File: config.mk
export PLATFORM = sky130hd
export DESIGN_NAME = mesh_chunk_stream_parser_core
export DESIGN_NICKNAME = d
export VERILOG_FILES = /design/src/hw/rtl/mcsp_pkg.sv /design/src/hw/rtl/mcsp_parser.sv /design/src/hw/rtl/mesh_chunk_stream_parser_core.sv
export SDC_FILE = /design/constraint.sdc
export NUM_CORES = 1
export LEC_CHECK = 0
export BUFFER_PORTS_ARGS = -buffer_cell sky130_fd_sc_hd__buf_2
export CAP_MARGIN = 40
export CORE_AREA = 2 2 152 154
export CTS_CLUSTER_DIAMETER = 200
export DETAILED_ROUTE_END_ITERATION = 7
export DIE_AREA = 0 0 154 156
export PLACE_DENSITY = 0.67
export SETUP_SLACK_MARGIN = 0.05
export SLEW_MARGIN = 30
export SYNTH_ARGS = -nofsm -noshare
export SYNTH_HDL_FRONTEND = slang
export SYNTH_HIERARCHICAL = 1
export SYNTH_SLANG_ARGS = --single-unit
File: constraint.sdc
create_clock -name i_clk -period 8.5 [get_ports i_clk]
set_clock_uncertainty 0.1 [all_clocks]
set_input_delay 0.85 -clock i_clk [delete_from_list [all_inputs] [get_ports i_clk]]
set_output_delay 0.85 -clock i_clk [all_outputs]
set_load 0.02 [all_outputs]
File: src/hw/rtl/mcsp_pkg.sv
package mcsp_pkg;

    localparam logic [15:0] ID_MAIN     = 16'h4d4d;
    localparam logic [15:0] ID_EDITOR   = 16'h3d3d;
    localparam logic [15:0] ID_OBJECT   = 16'h4000;
    localparam logic [15:0] ID_MESH     = 16'h4100;
    localparam logic [15:0] ID_VERTICES = 16'h4110;
    localparam logic [15:0] ID_FACES    = 16'h4120;
    localparam logic [31:0] HEADER_BYTES = 32'd6;

    localparam logic [2:0] KIND_NAME   = 3'd0;
    localparam logic [2:0] KIND_VCOUNT = 3'd1;
    localparam logic [2:0] KIND_VCOORD = 3'd2;
    localparam logic [2:0] KIND_FCOUNT = 3'd3;
    localparam logic [2:0] KIND_FINDEX = 3'd4;

    typedef enum logic [6:0] {
        PH_HEADER = 7'b0000001,
        PH_NAME   = 7'b0000010,
        PH_VCOUNT = 7'b0000100,
        PH_VDATA  = 7'b0001000,
        PH_FCOUNT = 7'b0010000,
        PH_FDATA  = 7'b0100000,
        PH_SKIP   = 7'b1000000
    } t_phase;

    typedef struct packed {
        logic [2:0]  kind;
        logic [31:0] value;
        logic [15:0] element_number;
        logic [1:0]  component;
        logic        name_end;
        logic        object_done;
    } t_result;

    function automatic logic [31:0] gather(input logic [31:0] word, input logic [7:0] b,
                                           input logic [1:0] pos);
        logic [31:0] shifted;
        shifted = {24'd0, b} << {pos, 3'b000};
        if (pos == 2'd0) begin
            gather = {24'd0, b};
        end else begin
            gather = word | shifted;
        end
    endfunction

endpackage

File: src/hw/rtl/mcsp_parser.sv
module mcsp_parser (
    input  logic              i_clk,
    input  logic              i_rst_n,
    input  logic              i_accept,
    input  logic [7:0]        i_byte,
    output logic              o_res_valid,
    output mcsp_pkg::t_result o_res
);

    mcsp_pkg::t_phase r_phase, n_phase;
    logic [2:0]  r_pos, n_pos;
    logic [31:0] r_aw, n_aw;
    logic [15:0] r_id, n_id;
    logic [15:0] r_left, n_left;
    logic [15:0] r_idx, n_idx;
    logic [1:0]  r_wie, n_wie;
    logic [31:0] r_skip, n_skip;

    logic [1:0]  hpos;
    logic [31:0] len_word;
    logic [15:0] cnt;
    logic        faces;

    assign hpos     = r_pos[1:0] - 2'd2;
    assign len_word = mcsp_pkg::gather(r_aw, i_byte, hpos);
    assign cnt      = {i_byte, r_aw[7:0]};
    assign faces    = (r_phase == mcsp_pkg::PH_FCOUNT);

    always_comb begin
        n_phase = r_phase;
        n_pos   = r_pos;
        n_aw    = r_aw;
        n_id    = r_id;
        n_left  = r_left;
        n_idx   = r_idx;
        n_wie   = r_wie;
        n_skip  = r_skip;
        o_res_valid = 1'b0;
        o_res       = '0;
        if (i_accept) begin
            case (r_phase)
                mcsp_pkg::PH_NAME: begin
                    o_res_valid    = 1'b1;
                    o_res.kind     = mcsp_pkg::KIND_NAME;
                    o_res.value    = {24'd0, i_byte};
                    o_res.name_end = (i_byte == 8'd0);
                    if (i_byte == 8'd0) begin
                        n_phase = mcsp_pkg::PH_HEADER;
                    end
                end
                mcsp_pkg::PH_VCOUNT, mcsp_pkg::PH_FCOUNT: begin
                    n_aw = mcsp_pkg::gather(r_aw, i_byte, {1'b0, r_pos[0]});
                    if (r_pos[0] == 1'b0) begin
                        n_pos = 3'd1;
                    end else begin
                        n_pos  = 3'd0;
                        n_left = cnt;
                        n_idx  = 16'd0;
                        n_wie  = 2'd0;
                        o_res_valid       = 1'b1;
                        o_res.kind        = faces ? mcsp_pkg::KIND_FCOUNT
                                                  : mcsp_pkg::KIND_VCOUNT;
                        o_res.value       = {16'd0, cnt};
                        o_res.object_done = faces && (cnt == 16'd0);
                        if (cnt == 16'd0) begin
                            n_phase = mcsp_pkg::PH_HEADER;
                        end else if (faces) begin
                            n_phase = mcsp_pkg::PH_FDATA;
                        end else begin
                            n_phase = mcsp_pkg::PH_VDATA;
                        end
                    end
                end
                mcsp_pkg::PH_VDATA: begin
                    n_aw = mcsp_pkg::gather(r_aw, i_byte, r_pos[1:0]);
                    if (r_pos < 3'd3) begin
                        n_pos = r_pos + 3'd1;
                    end else begin
                        n_pos = 3'd0;
                        o_res_valid          = 1'b1;
                        o_res.kind           = mcsp_pkg::KIND_VCOORD;
                        o_res.value          = n_aw;
                        o_res.element_number = r_idx;
                        o_res.component      = r_wie;
                        if (r_wie >= 2'd2) begin
                            n_wie  = 2'd0;
                            n_idx  = r_idx + 16'd1;
                            n_left = r_left - 16'd1;
                            if (r_left == 16'd1) begin
                                n_phase = mcsp_pkg::PH_HEADER;
                            end
                        end else begin
                            n_wie = r_wie + 2'd1;
                        end
                    end
                end
                mcsp_pkg::PH_FDATA: begin
                    n_aw = mcsp_pkg::gather(r_aw, i_byte, {1'b0, r_pos[0]});
                    if (r_pos[0] == 1'b0) begin
                        n_pos = 3'd1;
                    end else begin
                        n_pos = 3'd0;
                        if (r_wie != 2'd3) begin
                            o_res_valid          = 1'b1;
                            o_res.kind           = mcsp_pkg::KIND_FINDEX;
                            o_res.value          = {16'd0, n_aw[15:0]};
                            o_res.element_number = r_idx;
                            o_res.component      = r_wie;
                            o_res.object_done    = (r_wie == 2'd2) && (r_left == 16'd1);
                            n_wie = r_wie + 2'd1;
                        end else begin
                            n_wie  = 2'd0;
                            n_idx  = r_idx + 16'd1;
                            n_left = r_left - 16'd1;
                            if (r_left == 16'd1) begin
                                n_phase = mcsp_pkg::PH_HEADER;
                            end
                        end
                    end
                end
                mcsp_pkg::PH_SKIP: begin
                    n_skip = r_skip - 32'd1;
                    if (r_skip == 32'd1) begin
                        n_phase = mcsp_pkg::PH_HEADER;
                    end
                end
                default: begin
                    if (r_pos < 3'd2) begin
                        n_aw  = mcsp_pkg::gather(r_aw, i_byte, r_pos[1:0]);
                        n_pos = r_pos + 3'd1;
                        if (r_pos == 3'd1) begin
                            n_id = n_aw[15:0];
                        end
                    end else begin
                        n_aw = len_word;
                        if (r_pos < 3'd5) begin
                            n_pos = r_pos + 3'd1;
                        end else begin
                            n_pos   = 3'd0;
                            n_phase = mcsp_pkg::PH_HEADER;
                            if (r_id == mcsp_pkg::ID_OBJECT) begin
                                n_phase = mcsp_pkg::PH_NAME;
                            end else if (r_id == mcsp_pkg::ID_VERTICES) begin
                                n_phase = mcsp_pkg::PH_VCOUNT;
                            end else if (r_id == mcsp_pkg::ID_FACES) begin
                                n_phase = mcsp_pkg::PH_FCOUNT;
                            end else if (r_id != mcsp_pkg::ID_MAIN &&
                                         r_id != mcsp_pkg::ID_EDITOR &&
                                         r_id != mcsp_pkg::ID_MESH) begin
                                if (len_word > mcsp_pkg::HEADER_BYTES) begin
                                    n_skip  = len_word - mcsp_pkg::HEADER_BYTES;
                                    n_phase = mcsp_pkg::PH_SKIP;
                                end else begin
                                    n_skip = 32'd0;
                                end
                            end
                        end
                    end
                end
            endcase
        end
    end

    always_ff @(posedge i_clk) begin
        if (!i_rst_n) begin
            r_phase <= mcsp_pkg::PH_HEADER;
            r_pos   <= 3'd0;
            r_aw    <= 32'd0;
            r_id    <= 16'd0;
            r_left  <= 16'd0;
            r_idx   <= 16'd0;
            r_wie   <= 2'd0;
            r_skip  <= 32'd0;
        end else begin
            r_phase <= n_phase;
            r_pos   <= n_pos;
            r_aw    <= n_aw;
            r_id    <= n_id;
            r_left  <= n_left;
            r_idx   <= n_idx;
            r_wie   <= n_wie;
            r_skip  <= n_skip;
        end
    end

endmodule

File: src/hw/rtl/mesh_chunk_stream_parser_core.sv
// Channel   Direction  Ports                       Payload
// s         in         i_s_tvalid/o_s_tready       tdata: data_byte
// m         out        o_m_tvalid/i_m_tready       tdata: value, element_number, component
//                                                  tuser: kind, name_end; tlast: object_done
//
// One byte per cycle while the result side is not stalled; a result appears in the cycle after its byte.
// The parse state updates as the byte is taken; the result register holds one word.
// A stalled result register blocks input only while it is full and not being taken.
// Reset (synchronous, active low) returns to the chunk header phase with all parser state zero and no result held.
module mesh_chunk_stream_parser_core (
    input  logic        i_clk,
    input  logic        i_rst_n,
    input  logic        i_s_tvalid,
    output logic        o_s_tready,
    input  logic [7:0]  i_s_tdata,   // [7:0] data_byte
    output logic        o_m_tvalid,
    input  logic        i_m_tready,
    output logic [55:0] o_m_tdata,   // [31:0] value, [47:32] element_number, [49:48] component
    output logic [3:0]  o_m_tuser,   // [2:0] kind, [3] name_end
    output logic        o_m_tlast    // object_done
);

    logic              accept;
    logic              res_valid;
    mcsp_pkg::t_result res;
    logic              r_m_valid;
    mcsp_pkg::t_result r_m_res;

    assign o_s_tready = !r_m_valid || i_m_tready;
    assign accept     = i_s_tvalid && o_s_tready;

    mcsp_parser u_parser (
        .i_clk       (i_clk),
        .i_rst_n     (i_rst_n),
        .i_accept    (accept),
        .i_byte      (i_s_tdata),
        .o_res_valid (res_valid),
        .o_res       (res)
    );

    always_ff @(posedge i_clk) begin
        if (!i_rst_n) begin
            r_m_valid <= 1'b0;
        end else if (o_s_tready) begin
            r_m_valid <= accept && res_valid;
        end
    end

    always_ff @(posedge i_clk) begin
        if (accept && res_valid) begin
            r_m_res <= res;
        end
    end

    assign o_m_tvalid = r_m_valid;
    assign o_m_tdata  = {6'd0, r_m_res.component, r_m_res.element_number, r_m_res.value};
    assign o_m_tuser  = {r_m_res.name_end, r_m_res.kind};
    assign o_m_tlast  = r_m_res.object_done;

endmodule

==> impl_results.md <==
* Status: finished clean
* Endpoints failing setup at 0
* Antenna cells at 0
* Sequential share of the synthesized area at 0.375
* Core Region at 22400 um2
* Final Slew Violations at 0
* Cell Area, Synth at 11100 um2
* HP Class: flip-flop to flip-flop
* Seq cells post-synth at 180
* Initial Util at 0.495
* Clock Tree Root: clkbuf_16
* RSZ-0062 raised after global routing: no
* Count of cell types in the netlist at 86
* Drt drc at 0
* Vias per cell at 6.52
* Tcrit/Tclk final at 0.502
* Syn Area/Cell at 7.96 um2
* Worst path slowest cell: nand3_1
* Critical path's top delay family: buffers and inverters
* Launch point of the worst path: u_parser/r_pos[1]
* Crit path depth at 11
* Setup ws final at 4.23 ns
* Crit path to: u_parser/r_skip[31]
* Main synth FF type: dfxtp_1
* CP cell instances: buf_6 > ha_1 > buf_4 > inv_1 > o21a_1 > a211oi_1 > and4b_1 > a31oi_1 > buf_4 > nand3_1 > o32ai_1
* First-pass GRT wire length at 54500 um
* GRT Total Usage at 0.288
* Leakage at 4.07 nW
* PD cells at 166 nW/um2
* Antenna violations before repair at 0
* Synth-to-layout area growth at 9.32%
* H-tree depth at 4
* Critical Path RT at 8.68 ns
* Tot Pwr at 2.01 mW
* Placed Area at 11400 um2
* Drt total wl at 35200 um
* Slew Limit Headroom at 0.418
* Final hold slack at 0.364 ns
* Worst reg2reg path depth at 11
* Slowest stage delay, CP at 0.58 ns
* Hpwl dp at 23800 um
* Iter 0 DRT Violations at 1599
* Synth async-reset ratio at 0
* Cts hold-fix bufs at 0
* Final Core Density at 0.541
* I/O Buffers at 68
* Num CTS Buffers at 17
* IO Pins at 75
* Tmin final at 4.27 ns
* Die ar. at 24000 um2
* Max-Cap Viols at 0
* Syn Inst Count at 1391
* Maximum buffer depth of the clock tree at 2
* CP max FO at 39
* Placement Setup Slack at 4.02 ns
* Post-Layout Cell Count at 1693
* Layout cell share with drive strength beyond 1 at 0.124
* Site Rows at 55
* Worst reg2reg path endpoint: u_parser/r_skip[31]
* TNS Setup at 0 ns
* Drt first pass iters at 7
* Die span in x at 154 um
* Crit path capture type: flip-flop
* Startpoint types: flip-flop
* Die height at 156 um
* Post-route antenna net violation count at 0
* Worst-path clk slew at 0.08 ns
* Fin nets at 1422
* EDFF count, synth at 55
* GP Congestion at 0.977
* Critical path class: flip-flop to flip-flop
* Largest net degree at the start of global routing at 59
* Crit path buf inv count at 4
* Vias post-DR at 11.0k
* DP Cell Count at 1655
* CTS sink cnt at 180
* Post-CTS sizing at 0
* Critical Path AT at 4.45 ns
* Most used cell, CP: buf_4
* Worst skew pair latency at 0.45 ns
* CTS tree: done
* Vias in the first global route at 9758
* Fin. Hold Viols at 0
* FMAX at 234 MHz
* Yosys warning count at 6
* Maximum vdd drop at 0.126 mV
* Post-CTS Setup Bufs at 0
* R2r setup slk at 4.23 ns
* RR Startpoint: u_parser/r_pos[1]
* Least-Margin Pin Slew at 0.873 ns
* Per-cell routed wire length at 20.8 um
* GRT overflow at 0
* Design area at 12100 um2
==> Yosys cell counts (6+ instances only) <==
| cell type | count | area (um2) |
|---|---|---|
| a31oi_1 | 20 | 125 |
| o221ai_1 | 11 | 96.3 |
| a221oi_1 | 6 | 52.6 |
| and3_1 | 15 | 93.8 |
| o21ai_0 | 67 | 335 |
| nand2_1 | 112 | 420 |
| nor4_1 | 22 | 138 |
| mux2i_1 | 16 | 160 |
| or4_1 | 10 | 75.1 |
| buf_2 | 24 | 120 |
| o211ai_1 | 10 | 75.1 |
| edfxtp_1 | 55 | 1650 |
| o21ai_1 | 8 | 40.0 |
| a211oi_1 | 28 | 210 |
| a21o_1 | 15 | 113 |
| xor2_1 | 24 | 210 |
| nand4_1 | 16 | 100 |
| a222oi_1 | 8 | 80.1 |
| or3_1 | 9 | 56.3 |
| inv_1 | 33 | 124 |
| clkbuf_1 | 71 | 267 |
| buf_4 | 10 | 75.1 |
| nor2_1 | 191 | 717 |
| or2_2 | 12 | 75.1 |
| o22ai_1 | 26 | 163 |
| dfxtp_1 | 125 | 2500 |
| and2_1 | 21 | 131 |
| o32ai_1 | 8 | 70.1 |
| nand3_1 | 27 | 135 |
| ha_1 | 15 | 188 |
| xnor2_1 | 20 | 175 |
| a22oi_1 | 24 | 180 |
| nor3_1 | 78 | 390 |
| nor2b_1 | 18 | 113 |
| a21oi_1 | 131 | 656 |
| nand2b_1 | 7 | 43.8 |
==> layout make-up <==
class / count / area (um2)
clock inverter: 15 / 193
sequential: 180 / 4150
clock buffer: 17 / 425
tap: 285 / 357
fill: 2092 / 10300
multi-input combinational: 1070 / 6320
timing repair buffer: 93 / 537
inverter: 33 / 124
==> registers in the layout (all words and copies together), names as in the netlist <==
| name | count |
|---|---|
| u_parser/r_id | 16 |
| u_parser/r_wie | 2 |
| u_parser/r_left | 16 |
| u_parser/r_skip | 32 |
| u_parser/r_aw | 32 |
| u_parser/r_idx | 16 |
| o_m_tuser | 4 |
| u_parser/r_pos | 3 |
| o_m_tdata | 50 |
| o_m_tvalid | 1 |
| u_parser/r_phase | 7 |
| o_m_tlast | 1 |
==> how the worst min path moves through the flow <==
stage	start	end	slack [ns]	depth (start not counted)
after global routing	u_parser/r_id[9]	u_parser/r_id[9]	0.38	2
after detailed placement	u_parser/r_id[9]	u_parser/r_id[9]	0.36	2
after CTS	u_parser/r_id[9]	u_parser/r_id[9]	0.37	2
after floorplan	u_parser/r_id[9]	u_parser/r_id[9]	0.34	2
after global placement	u_parser/r_id[9]	u_parser/r_id[9]	0.35	2
final	u_parser/r_id[9]	u_parser/r_id[9]	0.36	2
==> worst reg2reg max path: stages, from the launching register on <==
cell and delay, ns:
dfxtp_1 0.48, buf_6 0.24, ha_1 0.17, buf_4 0.39, inv_1 0.37, o21a_1 0.25, a211oi_1 0.42, and4b_1 0.55
a31oi_1 0.14, buf_4 0.20, nand3_1 0.58, o32ai_1 0.20
==> report_power, final <==
| part | switching, mW | total (mW) | internal (mW) |
|---|---|---|---|
| logic | 0.190 | 0.277 | 0.0875 |
| registers | 0.0183 | 0.907 | 0.889 |
| clock network | 0.422 | 0.829 | 0.407 |
| total | 0.630 | 2.01 | 1.38 |
==> per-layer routing <==
layer / part of all wire / wire length [um] / up-vias / GRT usage
met3: 0.11 / 3720 / 88 / 0.0622
li1: - / - / 5097 / -
met4: 0.027 / 945 / 0 / 0.109
met1: 0.44 / 15500 / 5212 / 0.417
met5: 0 / 0 / - / 0
met2: 0.43 / 15000 / 641 / 0.417
==> cells by family (layout without fill, tap and decap cells) <==
family	Yosys count	count (layout)	synth area share
XOR/XNOR	44	44	0.0348
other	1	6	0.000339
buffers and inverters	146	158	0.0583
multiplexers	19	19	0.0175
AND/OR/NAND/NOR	580	580	0.263
flip-flops	180	180	0.375
adder cells (fa/ha/maj)	15	15	0.0169
AO/OA/AOI/OAI	406	406	0.234
==> cell usage in the layout (no fill, tap or decap), types with 15 or more instances in the layout <==
cell       instances
and2_1            21
o21ai_0           67
nor2b_1           18
nand4_1           16
xnor2_1           20
a21oi_1          131
edfxtp_1          55
nor4_1            21
a21o_1            15
a31oi_1           20
nor2_1           191
inv_1             32
mux2i_1           16
clkbuf_16         17
buf_2             69
buf_4             20
nand3_1           27
nand2_1          112
dfxtp_1          125
nor3_1            77
a211oi_1          28
xor2_1            24
and3_1            15
a22oi_1           24
o22ai_1           26
(Power assumes the default switching activity.)
